<file path="config.mk">
export PLATFORM = sky130hd
export DESIGN_NAME = lsb_bit_packer_core_flat
export DESIGN_NICKNAME = d
export VERILOG_FILES = /design/src/rtl/lbp_pkg.sv /design/src/rtl/lbp_stream_if.sv /design/src/rtl/lbp_fifo.sv /design/src/rtl/lbp_front.sv /design/src/rtl/lbp_back.sv /design/src/rtl/lsb_bit_packer_core.sv /design/src/flat_wrapper.sv
export SDC_FILE = /design/constraint.sdc
export NUM_CORES = 1
export LEC_CHECK = 0
export BUFFER_PORTS_ARGS = -buffer_cell sky130_fd_sc_hd__buf_2
export CAP_MARGIN = 40
export CORE_ASPECT_RATIO = 2
export CORE_MARGIN = 8
export CORE_UTILIZATION = 40
export DETAILED_ROUTE_END_ITERATION = 10
export SKIP_CTS_REPAIR_TIMING = 1
export SYNTH_ARGS = -nofsm -noshare
export SYNTH_HDL_FRONTEND = slang
export SYNTH_SLANG_ARGS = --single-unit
</file>
<file path="constraint.sdc">
create_clock -name clk_i -period 7.9 [get_ports clk_i]
set_input_delay 0.395 -clock clk_i [delete_from_list [all_inputs] [get_ports clk_i]]
set_output_delay 0.395 -clock clk_i [all_outputs]
set_load 0.02 [all_outputs]
</file>
<file path="src/rtl/lbp_pkg.sv">
// ----------------------------------------------------------------------------
// lbp_pkg: shared types and constants of the LSB bit packer
// Holds the command passed from the front end to the packing back end, the
// result record and the fixed field widths.
// ----------------------------------------------------------------------------
package lbp_pkg;

  localparam int unsigned DataW  = 32;
  localparam int unsigned WidthW = 6;

  // Reset value of the bits-per-word register.
  localparam logic [WidthW-1:0] BitsPerWordReset = 6'd32;
  // Widths of zero or above this are treated as the full data word.
  localparam logic [WidthW-1:0] MaxWidth         = 6'd32;

  // Depth of the command queue between front end and back end.
  localparam int unsigned CmdDepth = 2;

  typedef struct packed {
    logic [DataW-1:0]  kept;   // input word with the unused high bits cleared
    logic [WidthW-1:0] width;  // effective number of kept bits
    logic              last;   // flush pending bits after this word
  } cmd_t;

  localparam int unsigned CmdW = $bits(cmd_t);

  typedef struct packed {
    logic [DataW-1:0]  packed_word;
    logic [WidthW-1:0] valid_bits;
    logic              last_of_run;
  } res_t;

endpackage

</file>
<file path="src/rtl/lbp_stream_if.sv">
// ----------------------------------------------------------------------------
// lbp_in_if / lbp_out_if: valid/ready channels of the LSB bit packer
// The input channel carries data words, the output channel packed words.
// ----------------------------------------------------------------------------
interface lbp_in_if;
  logic                       valid;
  logic                       ready;
  logic [lbp_pkg::DataW-1:0]  data_word;
  logic                       end_of_data;

  modport source (output valid, output data_word, output end_of_data, input ready);
  modport sink   (input valid, input data_word, input end_of_data, output ready);
endinterface

interface lbp_out_if;
  logic                       valid;
  logic                       ready;
  logic [lbp_pkg::DataW-1:0]  packed_word;
  logic [lbp_pkg::WidthW-1:0] valid_bits;
  logic                       last_of_run;

  modport source (output valid, output packed_word, output valid_bits,
                  output last_of_run, input ready);
  modport sink   (input valid, input packed_word, input valid_bits,
                  input last_of_run, output ready);
endinterface

</file>
<file path="src/rtl/lbp_fifo.sv">
// ----------------------------------------------------------------------------
// lbp_fifo: small synchronous queue
// Register based first-in first-out queue with valid/ready on both sides.
// ----------------------------------------------------------------------------
module lbp_fifo #(
  parameter int unsigned WIDTH = 8,
  parameter int unsigned DEPTH = 2
) (
  input  logic             clk_i,
  input  logic             rst_ni,
  input  logic             push_valid_i,
  output logic             push_ready_o,
  input  logic [WIDTH-1:0] push_data_i,
  output logic             pop_valid_o,
  input  logic             pop_ready_i,
  output logic [WIDTH-1:0] pop_data_o
);

  localparam int unsigned PtrW = (DEPTH > 1) ? $clog2(DEPTH) : 1;
  localparam int unsigned CntW = $clog2(DEPTH + 1);

  logic [WIDTH-1:0] mem_q [DEPTH];
  logic [PtrW-1:0]  wr_ptr_q, wr_ptr_d;
  logic [PtrW-1:0]  rd_ptr_q, rd_ptr_d;
  logic [CntW-1:0]  count_q, count_d;
  logic             push, pop;

  assign push_ready_o = (count_q != CntW'(DEPTH));
  assign pop_valid_o  = (count_q != '0);
  assign pop_data_o   = mem_q[rd_ptr_q];
  assign push         = push_valid_i && push_ready_o;
  assign pop          = pop_valid_o && pop_ready_i;

  always_comb begin
    wr_ptr_d = wr_ptr_q;
    rd_ptr_d = rd_ptr_q;
    count_d  = count_q;
    if (push) begin
      wr_ptr_d = (wr_ptr_q == PtrW'(DEPTH - 1)) ? '0 : wr_ptr_q + 1'b1;
    end
    if (pop) begin
      rd_ptr_d = (rd_ptr_q == PtrW'(DEPTH - 1)) ? '0 : rd_ptr_q + 1'b1;
    end
    if (push && !pop) begin
      count_d = count_q + 1'b1;
    end else if (pop && !push) begin
      count_d = count_q - 1'b1;
    end
  end

  always_ff @(posedge clk_i or negedge rst_ni) begin
    if (!rst_ni) begin
      wr_ptr_q <= '0;
      rd_ptr_q <= '0;
      count_q  <= '0;
    end else begin
      wr_ptr_q <= wr_ptr_d;
      rd_ptr_q <= rd_ptr_d;
      count_q  <= count_d;
    end
  end

  always_ff @(posedge clk_i) begin
    if (push) begin
      mem_q[wr_ptr_q] <= push_data_i;
    end
  end

endmodule

</file>
<file path="src/rtl/lbp_front.sv">
// ----------------------------------------------------------------------------
// lbp_front: input front end of the LSB bit packer
// Holds the bits-per-word register, resolves the effective width and clears
// the unused high bits of each accepted word before queueing it.
// ----------------------------------------------------------------------------
module lbp_front #(
  parameter int unsigned WORD_BITS = 32
) (
  input  logic                       clk_i,
  input  logic                       rst_ni,
  input  logic                       cfg_we_i,
  input  logic [lbp_pkg::WidthW-1:0] cfg_wdata_i,
  lbp_in_if.sink                     in_if,
  output logic                       cmd_valid_o,
  input  logic                       cmd_ready_i,
  output lbp_pkg::cmd_t              cmd_o
);

  logic [lbp_pkg::WidthW-1:0] bits_per_word_q;
  logic [lbp_pkg::WidthW-1:0] width;

  always_ff @(posedge clk_i or negedge rst_ni) begin
    if (!rst_ni) begin
      bits_per_word_q <= lbp_pkg::BitsPerWordReset;
    end else if (cfg_we_i) begin
      bits_per_word_q <= cfg_wdata_i;
    end
  end

  always_comb begin
    width = bits_per_word_q;
    if (width == '0 || width > lbp_pkg::MaxWidth) begin
      width = lbp_pkg::MaxWidth;
    end
    // One input word never fills more than one output word.
    if (7'(width) > 7'(WORD_BITS)) begin
      width = lbp_pkg::WidthW'(WORD_BITS);
    end
  end

  assign in_if.ready  = cmd_ready_i;
  assign cmd_valid_o  = in_if.valid;
  assign cmd_o.kept   = in_if.data_word & ~({lbp_pkg::DataW{1'b1}} << width);
  assign cmd_o.width  = width;
  assign cmd_o.last   = in_if.end_of_data;

endmodule

</file>
<file path="src/rtl/lbp_back.sv">
// ----------------------------------------------------------------------------
// lbp_back: packing back end of the LSB bit packer
// Merges queued words into the accumulator, forms the full and tail words and
// hands them out one per cycle, if ready, via an output register and a spare.
// ----------------------------------------------------------------------------
module lbp_back #(
  parameter int unsigned WORD_BITS = 32
) (
  input  logic          clk_i,
  input  logic          rst_ni,
  input  logic          cmd_valid_i,
  output logic          cmd_ready_o,
  input  lbp_pkg::cmd_t cmd_i,
  lbp_out_if.source     out_if
);

  localparam int unsigned FillW = $clog2(WORD_BITS);
  localparam int unsigned SumW  = FillW + 1;

  logic [WORD_BITS-1:0] acc_q, acc_d;
  logic [FillW-1:0]     fill_q, fill_d;
  lbp_pkg::res_t        out_q, out_d, pend_q, pend_d;
  logic                 out_vld_q, out_vld_d, pend_vld_q, pend_vld_d;

  logic [WORD_BITS-1:0] kept_w, placed, merged, rem, acc_nx;
  logic [SumW-1:0]      sum, used, fill_sum;
  logic [FillW-1:0]     fill_nx;
  logic                 full, tail_v, pop, take;
  lbp_pkg::res_t        res_full, res_tail;

  assign kept_w = WORD_BITS'(cmd_i.kept);
  assign placed = kept_w << fill_q;
  assign merged = acc_q | placed;
  assign sum    = SumW'(fill_q) + SumW'(cmd_i.width);
  assign full   = (sum >= SumW'(WORD_BITS));
  assign used   = SumW'(WORD_BITS) - SumW'(fill_q);
  // Bits of this word that did not fit start the next output word.
  assign rem    = kept_w >> used;

  assign fill_sum = full ? (sum - SumW'(WORD_BITS)) : sum;
  assign fill_nx  = FillW'(fill_sum);
  assign acc_nx   = full ? rem : merged;
  assign tail_v   = cmd_i.last && (fill_nx != '0);

  assign res_full.packed_word = lbp_pkg::DataW'(merged);
  assign res_full.valid_bits  = lbp_pkg::WidthW'(WORD_BITS);
  assign res_full.last_of_run = !tail_v;
  assign res_tail.packed_word = lbp_pkg::DataW'(acc_nx);
  assign res_tail.valid_bits  = lbp_pkg::WidthW'(fill_nx);
  assign res_tail.last_of_run = 1'b1;

  assign take        = out_vld_q && out_if.ready;
  assign cmd_ready_o = !pend_vld_q && (!out_vld_q || out_if.ready);
  assign pop         = cmd_valid_i && cmd_ready_o;

  always_comb begin
    acc_d      = acc_q;
    fill_d     = fill_q;
    out_d      = out_q;
    out_vld_d  = out_vld_q;
    pend_d     = pend_q;
    pend_vld_d = pend_vld_q;
    if (take) begin
      out_d      = pend_q;
      out_vld_d  = pend_vld_q;
      pend_vld_d = 1'b0;
    end
    if (pop) begin
      out_vld_d  = full || tail_v;
      out_d      = full ? res_full : res_tail;
      pend_vld_d = full && tail_v;
      pend_d     = res_tail;
      if (cmd_i.last) begin
        acc_d  = '0;
        fill_d = '0;
      end else begin
        acc_d  = acc_nx;
        fill_d = fill_nx;
      end
    end
  end

  always_ff @(posedge clk_i or negedge rst_ni) begin
    if (!rst_ni) begin
      acc_q      <= '0;
      fill_q     <= '0;
      out_vld_q  <= 1'b0;
      pend_vld_q <= 1'b0;
    end else begin
      acc_q      <= acc_d;
      fill_q     <= fill_d;
      out_vld_q  <= out_vld_d;
      pend_vld_q <= pend_vld_d;
    end
  end

  always_ff @(posedge clk_i) begin
    out_q  <= out_d;
    pend_q <= pend_d;
  end

  assign out_if.valid       = out_vld_q;
  assign out_if.packed_word = out_q.packed_word;
  assign out_if.valid_bits  = out_q.valid_bits;
  assign out_if.last_of_run = out_q.last_of_run;

  // The spare slot only ever holds the second result behind a shown one.
  a_pend_behind_out: assert property (@(posedge clk_i) disable iff (!rst_ni)
    pend_vld_q |-> out_vld_q)
    else $error("spare result held without a shown result");

  // Bits above the fill level of the accumulator stay clear.
  a_acc_clean: assert property (@(posedge clk_i) disable iff (!rst_ni)
    (acc_q >> fill_q) == '0)
    else $error("accumulator holds bits above its fill level");

  // A word marked last leaves nothing pending.
  a_flush_empty: assert property (@(posedge clk_i) disable iff (!rst_ni)
    (pop && cmd_i.last) |=> (fill_q == '0 && acc_q == '0))
    else $error("pending bits remain after a flush");

  // A second result always ends the run and follows a full word.
  a_pend_is_tail: assert property (@(posedge clk_i) disable iff (!rst_ni)
    (pop && full && tail_v) |=> (pend_vld_q && pend_q.last_of_run && !out_q.last_of_run))
    else $error("tail result out of order");

endmodule

</file>
<file path="src/rtl/lsb_bit_packer_core.sv">
// ----------------------------------------------------------------------------
// lsb_bit_packer_core: variable-width LSB-first bit packer
// Keeps the low bits_per_word bits of each input word and packs them into
// output words, flushing a zero-padded tail on the word marked last.
// ----------------------------------------------------------------------------
// The block accepts one input transaction per clock while its command queue
// has room and keeps the low bits_per_word bits (1 to 32; 0 or above 32
// means 32) of each word. Bits are packed LSB first into WORD_BITS-wide
// words; a full word is sent with valid_bits equal to WORD_BITS, and on
// end_of_data any pending bits follow as a zero-padded tail with its bit
// count. last_of_run marks the final result caused by one input. The output
// port moves one result per clock while the receiver is ready, and an input
// that yields both a full word and a tail holds off the next input until its
// tail has left the spare slot. A result passes through the command queue,
// then the output register, before it is shown on the output port. Write
// bits_per_word only while no transaction is in flight.
module lsb_bit_packer_core #(
  parameter int unsigned WORD_BITS = 32
) (
  input  logic                       clk_i,
  input  logic                       rst_ni,
  input  logic                       cfg_we_i,
  input  logic [lbp_pkg::WidthW-1:0] cfg_wdata_i,
  lbp_in_if.sink                     in_if,
  lbp_out_if.source                  out_if
);

  logic          fc_valid, fc_ready, bc_valid, bc_ready;
  lbp_pkg::cmd_t fc_cmd, bc_cmd;

  lbp_front #(
    .WORD_BITS(WORD_BITS)
  ) u_front (
    .clk_i      (clk_i),
    .rst_ni     (rst_ni),
    .cfg_we_i   (cfg_we_i),
    .cfg_wdata_i(cfg_wdata_i),
    .in_if      (in_if),
    .cmd_valid_o(fc_valid),
    .cmd_ready_i(fc_ready),
    .cmd_o      (fc_cmd)
  );

  lbp_fifo #(
    .WIDTH(lbp_pkg::CmdW),
    .DEPTH(lbp_pkg::CmdDepth)
  ) u_cmd_fifo (
    .clk_i       (clk_i),
    .rst_ni      (rst_ni),
    .push_valid_i(fc_valid),
    .push_ready_o(fc_ready),
    .push_data_i (fc_cmd),
    .pop_valid_o (bc_valid),
    .pop_ready_i (bc_ready),
    .pop_data_o  (bc_cmd)
  );

  lbp_back #(
    .WORD_BITS(WORD_BITS)
  ) u_back (
    .clk_i      (clk_i),
    .rst_ni     (rst_ni),
    .cmd_valid_i(bc_valid),
    .cmd_ready_o(bc_ready),
    .cmd_i      (bc_cmd),
    .out_if     (out_if)
  );

endmodule
</file>
<file path="src/flat_wrapper.sv">
// flat-port wrapper written by rule: the top's interface ports become plain ports
module lsb_bit_packer_core_flat 
#(
  parameter int unsigned WORD_BITS = 32
)
  (clk_i, rst_ni, cfg_we_i, cfg_wdata_i, in_if_valid, in_if_data_word, in_if_end_of_data, in_if_ready, out_if_valid, out_if_packed_word, out_if_valid_bits, out_if_last_of_run, out_if_ready);
  lbp_in_if in_if_i ();
  lbp_out_if out_if_i ();
  input  logic clk_i;
  input  logic rst_ni;
  input  logic cfg_we_i;
  input  logic [lbp_pkg::WidthW-1:0] cfg_wdata_i;
  input wire logic [$bits(in_if_i.valid)-1:0] in_if_valid;
  input wire logic [$bits(in_if_i.data_word)-1:0] in_if_data_word;
  input wire logic [$bits(in_if_i.end_of_data)-1:0] in_if_end_of_data;
  output wire logic [$bits(in_if_i.ready)-1:0] in_if_ready;
  output wire logic [$bits(out_if_i.valid)-1:0] out_if_valid;
  output wire logic [$bits(out_if_i.packed_word)-1:0] out_if_packed_word;
  output wire logic [$bits(out_if_i.valid_bits)-1:0] out_if_valid_bits;
  output wire logic [$bits(out_if_i.last_of_run)-1:0] out_if_last_of_run;
  input wire logic [$bits(out_if_i.ready)-1:0] out_if_ready;
  assign in_if_i.valid = in_if_valid;
  assign in_if_i.data_word = in_if_data_word;
  assign in_if_i.end_of_data = in_if_end_of_data;
  assign in_if_ready = in_if_i.ready;
  assign out_if_valid = out_if_i.valid;
  assign out_if_packed_word = out_if_i.packed_word;
  assign out_if_valid_bits = out_if_i.valid_bits;
  assign out_if_last_of_run = out_if_i.last_of_run;
  assign out_if_i.ready = out_if_ready;
  lsb_bit_packer_core #(.WORD_BITS(WORD_BITS)) u_core (.clk_i(clk_i), .rst_ni(rst_ni), .cfg_we_i(cfg_we_i), .cfg_wdata_i(cfg_wdata_i), .in_if(in_if_i), .out_if(out_if_i));
endmodule
</file>
* Word-level counts from Yosys, hierarchy flattened
Memory sizes are Yosys's and may differ from the RTL's.
Cells that the tools add are included.
** Operators by class
- $add $sub $neg :: 7
- Order comparisons :: 3
- Eq/ne operators :: 1
- Shifts and indexed selects :: 3
- Multiplexer cells :: 19
- Bitwise gates (word level) :: 3
- Reductions and logical operators :: 21
** Operators with widths (count)
- $mux 39 :: 3
- $mux 32 :: 2
- $and 32x32->32 :: 1
- $not 32->32 :: 1
- $or 32x32->32 :: 1
- $shl 32x5->32 :: 1
- $shl 32x6->32 const A :: 1
- $shr 32x6->32 :: 1
- $gt 6x6->1 const B :: 2
- $mux 6 :: 2
- $mux 5 :: 2
- $logic_and 1x1->1 :: 8
- $mux 1 :: 8
- $add 5x6->6 :: 1
- $ge 6x6->1 const B :: 1
- $logic_not 6->1 :: 1
- $reduce_bool 2->1 :: 3
- $sub 6x5->6 const A :: 1
- $logic_not 1->1 :: 5
- $reduce_bool 5->1 :: 1
- $sub 5x1->5 const B :: 1
- $mux 2 :: 2
- $logic_or 1x1->1 :: 3
- $add 1x1->1 const B :: 2
- other kinds (3) :: 3
** Word-level totals
- Bits in registers :: 125
- RAM bits :: 78
- Input bits :: 44
- Word-level logic and storage cells :: 71
- Memories kept :: 1
** Memories
- u_core.u_cmd_fifo.mem_q :: depth 2, bits a word 39, rd ports 1, clocked after memory_dff 0, write ports 1, line lbp_fifo.sv:22 : logic [WIDTH-1:0] mem_q [DEPTH];

* Depth between registers and ports, before layout
Gate-level depths: netlist of run 1.
An unclocked memory read counts as a cell.
- Depth in word-level cells :: 9
- Depth in mapped cells :: 16
- Depth with buffers taken out :: 10

* Cells and area by module
From an unflattened synthesis of run 1, not the netlist that was laid out.
** Second synthesis, totals
- Cell total of the unflattened synthesis :: 1093
- Area, all modules :: 12827.3 sq um
** By module, submodules not included
- lbp_back :: times used 1, cells each 842, area each 8912.3 sq um, seq. area each 3258.1 sq um
- lbp_fifo :: times used 1, cells each 139, area each 3032.9 sq um, seq. area each 2442.3 sq um
- lbp_front :: times used 1, cells each 112, area each 882.1 sq um, seq. area each 151.4 sq um

* Worst setup path after synthesis of run 1
No wires, ideal clock.
- Kind :: register to register
- From :: reg u_core.u_back.pend_vld_q
- To :: reg u_core.u_back.out_q (netlist bit u_core.u_back.out_if.last_of_run) (enable)
- Library setup time :: 0.489 ns
- Arrival time :: 3.329 ns
- Slack :: 4.081 ns
- Cell stages (with the launch flop) :: 3
- Buffers on the path :: 0
- Clock period less this slack :: 3.819 ns
- Cells stage by stage :: dfrtp_1 -> o21bai_1 -> o21ai_0
** Between the ends
- Longest elaborated chain between the ends :: 4
** RTL lines
- from (decl) :: line lbp_back.sv:23 : logic out_vld_q, out_vld_d, pend_vld_q, pend_vld_d;
- from (signal assigned) :: line lbp_back.sv:93 : pend_vld_q <= pend_vld_d;
- $logic_not 1->1 :: line lbp_back.sv:53 : assign cmd_ready_o = !pend_vld_q && (!out_vld_q || out_if.ready);
- $logic_and 1x1->1 :: line lbp_back.sv:53
- $logic_and 1x1->1 :: line lbp_back.sv:54 : assign pop = cmd_valid_i && cmd_ready_o;
- $reduce_bool 2->1 (no line)
- to (signal assigned) :: line lbp_back.sv:98 : out_q <= out_d;
- to (decl) :: line lbp_back.sv:22 : lbp_pkg::res_t out_q, out_d, pend_q, pend_d;
No other way between the ends.
A chain may end at the register's enable or synchronous reset.

* Final worst setup path of run 1
- From :: reg u_core.u_back.fill_q[0]
- To :: reg u_core.u_back.acc_q[1]
** Between the ends
- Longest elaborated chain between the ends :: 4
- Elaborated cells on any way between the ends :: 8
** RTL lines
- from (decl) :: line lbp_back.sv:21 : logic [FillW-1:0] fill_q, fill_d;
- from (signal assigned) :: line lbp_back.sv:91 : fill_q <= fill_d;
- $sub 6x5->6, or another cell as far along :: line lbp_back.sv:36 : assign used = SumW'(WORD_BITS) - SumW'(fill_q);
- $shr 32x6->32, or another cell as far along :: line lbp_back.sv:38 : assign rem = kept_w >> used;
- $mux 32 * :: line lbp_back.sv:42 : assign acc_nx = full ? rem : merged;
- $mux 32 * :: line lbp_back.sv:73 : if (cmd_i.last) begin
- to (signal assigned) :: line lbp_back.sv:85 : acc_q <= '0;
- to (signal assigned) :: line lbp_back.sv:90 : acc_q <= acc_d;
- to (decl) :: line lbp_back.sv:20 : logic [WORD_BITS-1:0] acc_q, acc_d;
Mark *: on every way between the ends. The rest lies on a longest branch, timed or not.

==> impl_metrics.json, run 1 <==
{
  "status": "finished, final reports clean",
  "hold_viol": 0,
  "coreArea_sq_mm": 0.0326,
  "initialDrtViolationCount": 1035,
  "ys_top_cells_by_count": "edfxtp_1, nand2_1, nor2_1, mux4_2, o21ai_0",
  "gp_congestion": 0.974,
  "hpwlAfterDp_mm": 34.0,
  "grt_first_pass_wirelength_mm": 67.3,
  "synth_fp_nets": 1150,
  "seq_area_frac_synth": 0.446,
  "drc": 0,
  "grt_max_degree": 78,
  "postRouteAntennaNets": 0,
  "numCtsBuffers": 20,
  "cp_top_family": "compound AO/OA/AOI/OAI gates",
  "portBuffers": 84,
  "yosysTopAreaCellShare": 0.353,
  "grt_setup_unrepaired": "false",
  "r2r_setup_slack_ps": 3800,
  "cp_max_fo": 39,
  "fin_skew_ps": 11.8,
  "period_share": 0.519,
  "worst_slew_pin_slew_ps": 911,
  "fin_cells": 1599,
  "synth_cell_types": 71,
  "r2r_start": "u_core.u_back.fill_q[0]$_DFFE_PN0P_",
  "synth-edff-count": 154,
  "antenna_found_initial": 0,
  "relSlewSlack": 0.393,
  "crit_path_end_kind": "register",
  "htreeDepth": 1,
  "ys_warn_count": 0,
  "synth_most_common_cell": "edfxtp_1",
  "critPathMaxStageDelay_ps": 730,
  "initial_core_util": 0.402,
  "num_antenna_cells": 0,
  "tns_ps": 0,
  "fillCellCount": 3001,
  "grt_overflow": 0,
  "synth.cell_area_sq_mm": 0.0131,
  "dr.pass1.iters": 6,
  "period_minus_slack_ps": 4100,
  "required_ps": 8300,
  "viasPerCell": 6.45,
  "synth_area_per_cell_sq_um": 11.9,
  "cts_tree": "done",
  "min_path_type": "input pin to asynchronous set/reset pin",
  "cts_max_path_buffers": 3,
  "async_flop_share": 0.241,
  "drive_gt1_frac": 0.259,
  "num_vias": 10300,
  "path_clk_slew_ps": 70,
  "dp.cells": 1563,
  "die_h_um": 272,
  "cp_num_buf_inv": 3,
  "die_w_um": 144,
  "synthCells": 1098,
  "r2r-end": "u_core.u_back.acc_q[1]$_DFFE_PN0P_",
  "r2r.worst_path.cells": 10,
  "clk_latency_ps": 520,
  "setup_viol": 0,
  "root_buffer": "clkbuf_16",
  "rows": 94,
  "grt_use_total": 0.232,
  "die_area_sq_mm": 0.0392,
  "synth_ff_type": "edfxtp_1",
  "grt_pass1_vias": 10300,
  "wl_per_cell_um": 28.4,
  "clock_sinks": 203,
  "cp.arrival_ps": 4500,
  "area_growth_pct": 11.8,
  "max_freq_mhz": 244,
  "fin_nets": 1205,
  "slew_viol_final": 0,
  "yosys.area.top_type": "edfxtp_1",
  "critPathLaunchType": "register",
  "crit_path_top_delay_cell": "a2bb2oi_1",
  "maxCapViolCount": 0,
  "ios": 85,
  "critical_path_class": "register to register",
  "path_cells": "buf_4 -> inv_2 -> ha_1 -> buf_4 -> mux4_2 -> a2bb2oi_1 -> mux2i_1 -> mux2i_1 -> o211ai_1 -> a221o_1",
  "synth_seq_cells": 203,
  "synthTopCellsByArea": "edfxtp_1, mux4_2, dfrtp_1",
  "routed_wl_mm": 45.4
}
## cells in the final DEF, fill, tap and decap left out, types with 12 or more instances in the layout
cell,instances
nand2_1,98
mux4_1,12
mux2_2,50
mux2i_1,67
dfrtp_1,47
nor2_1,76
nand3_1,20
o22ai_1,38
a21boi_0,17
a21oi_1,34
clkbuf_16,21
edfxtp_1,154
mux4_2,73
a211oi_1,12
nor3_1,18
buf_2,86
inv_1,17
buf_4,26
o21ai_0,69
## sequential cells by signal, indices dropped and copies added, names as in the netlist
register and cells:
u_core.u_cmd_fifo.mem_q 78, u_core.u_back.pend_q 37, u_core.u_back.acc_q 32, u_core.u_back.out_if.packed_word 32, u_core.u_back.out_if.valid_bits 6, u_core.u_front.bits_per_word_q 6, u_core.u_back.fill_q 5, u_core.u_cmd_fifo.count_q 2
u_core.u_back.out_if.last_of_run 1, u_core.u_back.out_if.valid 1, u_core.u_back.pend_vld_q 1, u_core.u_cmd_fifo.rd_ptr_q 1, u_core.u_cmd_fifo.wr_ptr_q 1
## cell type report
class,instances,area [sq um],share of cell area
flip-flops and latches,203,5860,0.400
repair buffers,116,708,0.0483
clock inverters,11,164,0.0112
multi-input cells,790,6750,0.461
well taps,432,541,0.0369
clock buffers,25,551,0.0376
inverters,22,82.6,0.00564
## how the worst max path moves through the flow
stage	start	endpoint	slack, ps	cells past startpoint
after floorplan	u_core.u_back.pend_vld_q$_DFFE_PN0P_	u_core.u_back.out_if.last_of_run$_SDFFCE_PN1P_	4080	2
after detailed placement	u_core.u_cmd_fifo.rd_ptr_q$_DFFE_PN0P_	u_core.u_back.acc_q[1]$_DFFE_PN0P_	3870	8
after global placement	u_core.u_cmd_fifo.rd_ptr_q$_DFFE_PN0P_	u_core.u_back.pend_q[10]$_DFFE_PP_	3540	7
after global routing	u_core.u_back.fill_q[0]$_DFFE_PN0P_	u_core.u_back.acc_q[1]$_DFFE_PN0P_	3670	10
final	u_core.u_back.fill_q[0]$_DFFE_PN0P_	u_core.u_back.acc_q[1]$_DFFE_PN0P_	3800	10
after CTS	u_core.u_cmd_fifo.rd_ptr_q$_DFFE_PN0P_	u_core.u_back.acc_q[1]$_DFFE_PN0P_	3860	8
## stage by stage
step	setup slack (ps)	instance area (sq um)	utilization	hold WS, ps
finish	3800	14700	0.450	15.8
global route	3670	14700	0.450	55.0
CTS	3860	14700	0.450	32.5
detailed placement	3870	13900	0.428	484
global placement	3540	13800	0.425	476
floorplan	4080	13100	-	99.4
## worst reg2reg max path, cell delays in order (launching register included)
cell and delay [ps]:
dfrtp_1 320, buf_4 440, inv_2 100, ha_1 420, buf_4 370, mux4_2 390, a2bb2oi_1 730, mux2i_1 210
mux2i_1 480, o211ai_1 200, a221o_1 320
## layer usage
metal  part of all wire  routed length [um]  global-route usage  up-vias
met5                  0                   0                   0        -
met4              0.054                2470               0.121        0
met3              0.062                2840              0.0247      101
met2               0.53               23900               0.414      477
met1               0.36               16200               0.267     5258
li1                   -                   -                   -     4470
## kinds of logic after synthesis
kind of cell | count (synthesis) | share of synthesized area
AO/OA/AOI/OAI | 299 | 0.157
XOR/XNOR | 13 | 0.00869
multiplexers | 205 | 0.247
AND/OR/NAND/NOR | 265 | 0.0898
buffers and inverters | 105 | 0.0430
adder cells (fa/ha/maj) | 8 | 0.00821
flip-flops | 203 | 0.446
Power of run 1 is not shown: default switching activity piles up to over one toggle a cycle in this logic, so the estimate is an artifact.
==> run 2: changes to the inputs <==
- clock period: 7.9 -> 4.18 ns (I/O delays scaled with it)
==> impl_metrics.json, run 2 (synthesis gave the netlist of run 1 again) <==
{
  "max_freq_mhz": 278,
  "rows": 94,
  "hpwlAfterDp_mm": 32.7,
  "fin_nets": 1230,
  "tns_ps": 0,
  "cts_max_path_buffers": 3,
  "viasPerCell": 6.33,
  "dr.pass1.iters": 5,
  "maxCapViolCount": 0,
  "numCtsBuffers": 21,
  "grt_max_degree": 87,
  "grt_pass1_vias": 10400,
  "antenna_found_initial": 0,
  "fillCellCount": 3025,
  "grt_overflow": 0,
  "setup_viol": 0,
  "cts_tree": "done",
  "area_growth_pct": 13.5,
  "required_ps": 4420,
  "grt_first_pass_wirelength_mm": 65.7,
  "regMostFlops": "u_core.u_cmd_fifo.mem_q",
  "postRouteAntennaNets": 0,
  "crit_path_end_kind": "register",
  "status": "finished, final reports clean",
  "ios": 85,
  "final_cell_mix": "edfxtp_1, nand2_1, buf_2",
  "grt_use_total": 0.224,
  "num_antenna_cells": 0,
  "min_path_type": "input pin to register",
  "largest_reg_flops": 78,
  "cp.arrival_ps": 3830,
  "clk_latency_ps": 520,
  "fin_skew_ps": 12.3,
  "initialDrtViolationCount": 1006,
  "period_minus_slack_ps": 3590,
  "coreArea_sq_mm": 0.0326,
  "grt_setup_unrepaired": "false",
  "critical_path_class": "register to register",
  "largestRegisters": "u_core.u_cmd_fifo.mem_q (78), u_core.u_back.pend_q (37)",
  "portBuffers": 84,
  "mostFrequentLayoutCell": "edfxtp_1",
  "cp_max_fo": 19,
  "initial_core_util": 0.402,
  "relSlewSlack": 0.427,
  "critPathLaunchType": "register",
  "root_buffer": "clkbuf_16",
  "gp_congestion": 0.975,
  "die_w_um": 144,
  "wl_per_cell_um": 26.8,
  "slew_viol_final": 0,
  "worst_slew_pin_slew_ps": 860,
  "fin_util": 0.457,
  "die_h_um": 272,
  "period_share": 0.860,
  "drive_gt1_frac": 0.264,
  "path_clk_slew_ps": 70,
  "clock_sinks": 203,
  "drc": 0,
  "die_area_sq_mm": 0.0392,
  "routed_wl_mm": 43.5,
  "htreeDepth": 1,
  "hold_viol": 0,
  "num_vias": 10300
}
run 2: stage by stage:
step	setup WS, ps	hold WS (ps)	cell area, sq um	cells
after global placement	673	398	13900	1570
after global routing	449	4.75	14900	1624
final	585	1.64	14900	1624
after detailed placement	655	404	14000	1576
after CTS	651	-146	14800	1613
after floorplan	361	-86.6	13100	1098
run 2: worst paths after layout:
check / from / endpoint / slack (ps) / cells after the start
max in group asynchronous: rst_ni / u_core.u_cmd_fifo.rd_ptr_q$_DFFE_PN0P_ / 3260 / 3
hold / removal: in_if_data_word[24] / u_core.u_cmd_fifo.mem_q[0][31]$_DFFE_PP_ / 2 / 2
min in group asynchronous: rst_ni / u_core.u_cmd_fifo.count_q[1]$_DFFE_PN0P_ / 370 / 3
setup / recovery: u_core.u_back.fill_q[0]$_DFFE_PN0P_ / u_core.u_back.pend_q[20]$_DFFE_PP_ / 590 / 8
hold reg to reg: u_core.u_back.acc_q[9]$_DFFE_PN0P_ / u_core.u_back.acc_q[9]$_DFFE_PN0P_ / 500 / 2
setup reg to reg: u_core.u_back.fill_q[0]$_DFFE_PN0P_ / u_core.u_back.pend_q[20]$_DFFE_PP_ / 590 / 8
run 2: worst max-delay path, cell delays in order, from the launching register on:
cell     delay (ps)
dfrtp_1         500
inv_2            60
ha_1            780
buf_4           260
mux4_2          310
mux2i_1         500
o22ai_1         160
o21ai_0         580
o22ai_1         170
run 2: cell type report:
cell class | instances | area [sq um] | area share
inverter | 22 | 82.6 | 0.00555
clock buffer | 23 | 533 | 0.0358
timing repair buffer | 140 | 918 | 0.0617
sequential | 203 | 5860 | 0.394
multi-input combinational | 790 | 6730 | 0.453
tap | 432 | 541 | 0.0363
clock inverter | 14 | 213 | 0.0143
run 2: per-layer routing:
metal | vias up | global-route usage | part of all wire
li1 | 4515 | - | -
met2 | 532 | 0.383 | 0.51
met4 | 0 | 0.136 | 0.065
met5 | - | 0 | 0
met1 | 5116 | 0.259 | 0.36
met3 | 124 | 0.0300 | 0.064
Power of run 2 is left out for the same reason.
